--- src/hdl/pps_pkg.sv ---
`default_nettype none

package pps_pkg;

    localparam int SAMPLE_W        = 16;
    localparam int LEVEL_W         = 11;
    localparam int CMD_W           = 2;
    localparam int BANK_DEPTH_DEF  = 1024;
    localparam int SAMPLE_BITS_DEF = 16;

    localparam logic [LEVEL_W-1:0] CAPACITY_RESET = 11'd1024;

    typedef enum logic [CMD_W-1:0] {
        CMD_WRITE = 2'd0,
        CMD_READ  = 2'd1,
        CMD_CLEAR = 2'd2
    } cmd_t;

    // Per-word result flags and levels, handed from control to output stage
    typedef struct packed {
        logic               pop;
        logic               refused;
        logic               empty;
        logic [LEVEL_W-1:0] write_level;
        logic [LEVEL_W-1:0] read_level;
    } pps_info_t;

endpackage

`default_nettype wire

--- src/hdl/pps_ctrl.sv ---
`default_nettype none

module pps_ctrl
    import pps_pkg::*;
#(
    parameter int BANK_DEPTH  = BANK_DEPTH_DEF,
    parameter int SAMPLE_BITS = SAMPLE_BITS_DEF,
    parameter int RAM_AW      = $clog2(2 * BANK_DEPTH)
) (
    input  wire logic                   aclk,
    input  wire logic                   aresetn,
    input  wire logic                   cfg_we,
    input  wire logic [LEVEL_W-1:0]     cfg_data,
    input  wire logic                   accept,
    input  wire logic [CMD_W-1:0]       cmd,
    input  wire logic [SAMPLE_W-1:0]    sample_in,
    output logic                        mem_we,
    output logic      [RAM_AW-1:0]      mem_waddr,
    output logic      [SAMPLE_BITS-1:0] mem_wdata,
    output logic                        mem_re,
    output logic      [RAM_AW-1:0]      mem_raddr,
    output pps_info_t                   info
);

    localparam int CW = $clog2(BANK_DEPTH + 1);
    localparam int W  = (CW > LEVEL_W) ? CW : LEVEL_W;

    logic               bank_reg, bank_next;
    logic [CW-1:0]      wf_reg, wf_next;
    logic [CW-1:0]      rp_reg, rp_next;
    logic [CW-1:0]      rf_reg, rf_next;
    logic [LEVEL_W-1:0] capacity_reg;

    logic          swap;
    logic          rd_bank;
    logic [CW-1:0] rf_eff;
    logic [CW-1:0] rp_eff;

    // A drained read bank swaps roles before the pop
    assign swap    = (rp_reg >= rf_reg);
    assign rf_eff  = swap ? wf_reg : rf_reg;
    assign rp_eff  = swap ? '0 : rp_reg;
    assign rd_bank = swap ? bank_reg : ~bank_reg;

    assign mem_wdata = SAMPLE_BITS'($unsigned(sample_in));
    assign mem_waddr = (bank_reg ? RAM_AW'(BANK_DEPTH) : '0) + RAM_AW'(wf_reg);
    assign mem_raddr = (rd_bank ? RAM_AW'(BANK_DEPTH) : '0) + RAM_AW'(rp_eff);

    always_comb begin
        bank_next    = bank_reg;
        wf_next      = wf_reg;
        rp_next      = rp_reg;
        rf_next      = rf_reg;
        mem_we       = 1'b0;
        mem_re       = 1'b0;
        info.pop     = 1'b0;
        info.refused = 1'b0;
        info.empty   = 1'b0;
        if (accept) begin
            unique case (cmd_t'(cmd))
                CMD_WRITE: begin
                    if (W'(wf_reg) < W'(capacity_reg) && wf_reg < CW'(BANK_DEPTH)) begin
                        mem_we  = 1'b1;
                        wf_next = wf_reg + 1'b1;
                    end else begin
                        info.refused = 1'b1;
                    end
                end
                CMD_READ: begin
                    bank_next = swap ? ~bank_reg : bank_reg;
                    rf_next   = rf_eff;
                    wf_next   = swap ? '0 : wf_reg;
                    if (rp_eff < rf_eff) begin
                        mem_re   = 1'b1;
                        info.pop = 1'b1;
                        rp_next  = rp_eff + 1'b1;
                    end else begin
                        info.empty = 1'b1;
                        rp_next    = rp_eff;
                    end
                end
                CMD_CLEAR: begin
                    wf_next = '0;
                    rp_next = '0;
                    rf_next = '0;
                end
                default: begin
                end
            endcase
        end
        info.write_level = LEVEL_W'(wf_next);
        info.read_level  = LEVEL_W'(rf_next - rp_next);
    end

    always_ff @(posedge aclk) begin
        if (!aresetn) begin
            bank_reg     <= 1'b0;
            wf_reg       <= '0;
            rp_reg       <= '0;
            rf_reg       <= '0;
            capacity_reg <= CAPACITY_RESET;
        end else begin
            bank_reg <= bank_next;
            wf_reg   <= wf_next;
            rp_reg   <= rp_next;
            rf_reg   <= rf_next;
            if (cfg_we) begin
                capacity_reg <= cfg_data;
            end
        end
    end

endmodule

`default_nettype wire

--- config.mk ---
export PLATFORM = sky130hd
export DESIGN_NAME = pps_ctrl
export DESIGN_NICKNAME = d
export VERILOG_FILES = /design/src/hdl/pps_pkg.sv /design/src/hdl/pps_ctrl.sv
export SDC_FILE = /design/constraint.sdc
export NUM_CORES = 1
export LEC_CHECK = 0
export BUFFER_PORTS_ARGS = -buffer_cell sky130_fd_sc_hd__buf_4
export CAP_MARGIN = 20
export CORE_ASPECT_RATIO = 1.2
export CORE_MARGIN = 1
export CORE_UTILIZATION = 50
export DETAILED_ROUTE_END_ITERATION = 16
export GPL_TIMING_DRIVEN = 0
export PLACE_DENSITY = 0.76
export REMOVE_ABC_BUFFERS = 1
export SETUP_SLACK_MARGIN = 0.2
export SYNTH_ARGS = -nofsm -noshare
export SYNTH_HDL_FRONTEND = slang
export SYNTH_SLANG_ARGS = --single-unit
--- constraint.sdc ---
create_clock -name aclk -period 9.1 [get_ports aclk]
set_input_delay 0 -clock aclk [delete_from_list [all_inputs] [get_ports aclk]]
set_output_delay 0 -clock aclk [all_outputs]
set_load 0.005 [all_outputs]
==> reports/metrics.csv <==
stage,metric,value,unit
drt,average vias per placed instance,6.155,
synth,Synth top area share,22.75,%
cells_and_area,final core utilization,59.36,%
timing,relative slew slack,38.50,%
drt,drt pass-1 iters,5,
floorplanning,Chip Width,83.24,um
timing,RSZ-0062 raised after global routing,no,
power_and_ir_drop,maximum vdd drop,0.05157,mV
synth,synth top area cells,"dfxtp_1, ha_1, buf_4",
clock_tree,Clock transition at path regs,0.08,ns
global_route,antenna violations before repair,0,
timing,clk_skew,0.007982,ns
floorplanning,Core ar.,7664,sq um
worst_setup_path,crit end category,primary output,
worst_setup_path,WP data required,9.10,ns
synth,Netlist cell types,59,
floorplanning,IO Count,98,
clock_tree,TritonCTS sink count,45,
drt,Initial DRC Count,187,
synth,Post-Syn Instances,516,
synth,ys async rst share,0,%
clock_tree,CTS buffer count,5,
drt,Vias,3982,
clock_tree,post-CTS setup buffers,0,
floorplanning,die area,8282,sq um
cells_and_area,share of layout cells above drive strength 1,16.58,%
timing,setup slack after layout,1.916,ns
clock_tree,CTS HTree Levels,2,
global_route,global-route wire length before repair,18730,um
timing,post-route minimum period,7.184,ns
cells_and_area,area grow syn2layout,14.88,%
worst_setup_path,Critical Path AT,7.18,ns
global_route,GR Util All Layers,28.02,%
synth,"Avg Cell Area, Syn",7.675,sq um
synth,"EDFF count, synth",0,
clock_tree,Clock Path Buffers,2,
worst_setup_path,crit-path max FO,21,
placed_design,pre-CTS WS,2.335,ns
cells_and_area,Multi-input gate area,2646,sq um
synth,post-synthesis sequential area ratio,22.75,%
floorplanning,Initial Utilization,51.67,%
flow_run,max-cap violations,0,
timing,Max Slew Vio Count,0,
worst_hold_path,Hold WC Path Type,in2out,
global_route,number of global-route vias before repair,3868,
timing,Worst-Margin Slew,0.9203,ns
drt,Routed wire per std cell,17.35,um
power_and_ir_drop,Tot Pwr,417.6,uW
synth,post-synthesis sequential element count,45,
power_and_ir_drop,LEAKAGE,2.046,nW
placed_design,HPWL Detailed,8402,um
status,outcome,finished clean,
global_route,largest net degree at the start of global routing,33,
worst_setup_path,Startpoint Class,flip-flop,
global_route,grt ovf,0,
clock_tree,CTS root buffer,clkbuf_8,
placed_design,GP Congestion,0.9352,
power_and_ir_drop,Power Dens Cells,91.79,nW/um^2
synth,mapped cell area,3960,sq um
timing,final setup fails,0,
cells_and_area,FF+latch area,900.9,sq um
timing,TNS Setup,0,ns
timing,fmax,139.2,MHz
timing,Final Hold Fails,0,
synth,top cell type by total area after synthesis,dfxtp_1,
floorplanning,# rows,35,
floorplanning,die height,99.49,um
clock_tree,Clock Latency Late Sink,0.31,ns
clock_tree,CTS tree,built,
synth,ys flop type,dfxtp_1,
worst_setup_path,critical path class,reg2out,
synth,Synth Warn #,0,
cells_and_area,FILL cells,723,
cells_and_area,final net count,634,
drt,# DRC,0,
drt,total wire length,11230,um
placed_design,IO Port Bufs,65,
timing,crit share post-route,78.94,%
drt,Final ANT Viol Nets,0,
cells_and_area,# diodes,0,
-- worst max-delay path, cell delays in order (launching register included) --
cell	delay, ns
dfxtp_1	0.45
inv_2	0.08
ha_1	0.30
nor2b_1	0.12
o21ai_1	0.13
a31oi_2	0.56
nand2_1	0.62
a21oi_1	0.41
ha_1	0.33
a21oi_2	0.17
a211oi_1	0.13
a211oi_4	0.42
inv_2	0.09
nor3_1	0.41
a22oi_1	0.17
nand2_1	0.12
ha_1	0.18
inv_1	0.06
fa_1	0.39
a21o_1	0.19
a211oi_1	0.24
nor2_1	0.10
o41ai_1	0.39
o21ai_0	0.24
xnor2_1	0.19
xnor2_1	0.23
buf_4	0.16
-- layer usage --
layer	share of wire [%]	vias to the layer above	GRT usage, %
li1	-	1919	-
met1	42	1868	34.44
met2	48	177	47.73
met3	8.2	18	6.556
met4	2.0	0	10.34
met5	0	-	0
-- report_power, final --
group / internal [mW] / switching, mW / total [mW] / leakage [nW]
Sequential: 0.200 / 0.00240 / 0.203 / 0.365
Clock: 0.0894 / 0.0746 / 0.164 / 0.0574
Combinational: 0.0226 / 0.0284 / 0.0510 / 1.62
-- placed cells by master, fill, tap and decap left out, types with 4 or more instances in the layout --
cell	synthesis	layout
a211oi_1	5	5
a21o_1	10	10
a21oi_1	35	35
a311oi_1	5	5
a31o_2	5	5
a31oi_1	15	15
and2_1	13	13
and3_1	13	13
buf_4	27	65
clkbuf_8	0	6
dfxtp_1	45	45
dlygate4sd3_1	0	12
ha_1	46	46
inv_1	33	33
mux2i_1	11	11
nand2_1	43	43
nand3_1	19	19
nand4_1	8	8
nor2_1	42	42
nor2b_1	5	5
nor3_1	23	23
nor4_1	5	5
o211a_1	5	5
o211ai_1	4	4
o21ai_0	18	18
o21ai_1	6	6
or3_1	4	4
xnor2_1	6	6
xor2_1	4	4
-- synth_stat cells (6+ instances only) --
library cell	n
mux2i_1	11
dfxtp_1	45
inv_1	33
nand3_1	19
xnor2_1	6
and2_1	13
a21o_1	10
nand4_1	8
nor2_1	42
a21oi_1	35
o21ai_0	18
and3_1	13
ha_1	46
nor3_1	23
buf_4	27
nand2_1	43
clkbuf_1	16
a31oi_1	15
o21ai_1	6
-- worst paths after layout --
path	startpoint	to	slack [ns]	cells past startpoint
max	rp_reg[0]	info[10]	1.92	26
max reg2reg	rp_reg[0]	rp_reg[3]	4.18	15
min reg2reg	capacity_reg[4]	capacity_reg[4]	0.50	2
min	sample_in[0]	mem_wdata[0]	0.00007	0
-- final cells by class --
cell class                      count  area share, %
Clock inverter                      2         0.8251
Multi-Input combinational cell    389          58.17
Clock buffer                        6          1.815
Tap cell                           92          2.530
Timing Repair Buffer               78          13.97
Inverter                           35          2.888
Sequential cell                    45          19.80
-- stage by stage --
stage,hold WS [ns],cell area (sq um),std cells
finish,0.00006813,4549,647
global route,0.00005144,4549,647
CTS,0.00009622,4522,646
detailed placement,0.00009622,4282,626
global placement,0.00009622,4282,626
floorplan,0,3679,469
-- what timing repair did --
action                     CTS  global route
setup endpoints to repair    0             0
hold endpoints to repair    11             0
resized for setup            0             0
hold buffers                12             0
-- cells by family after synthesis --
group                    count (synthesis)  share of synthesized area [%]
XOR/XNOR                                10                          2.212
adder cells (fa/ha/maj)                 47                          15.04
AND/OR/NAND/NOR                        190                          24.27
buffers and inverters                   82                          10.43
flip-flops                              45                          22.75
multiplexers                            11                          2.781
AO/OA/AOI/OAI                          131                          22.53
(Power assumes the default switching activity.)
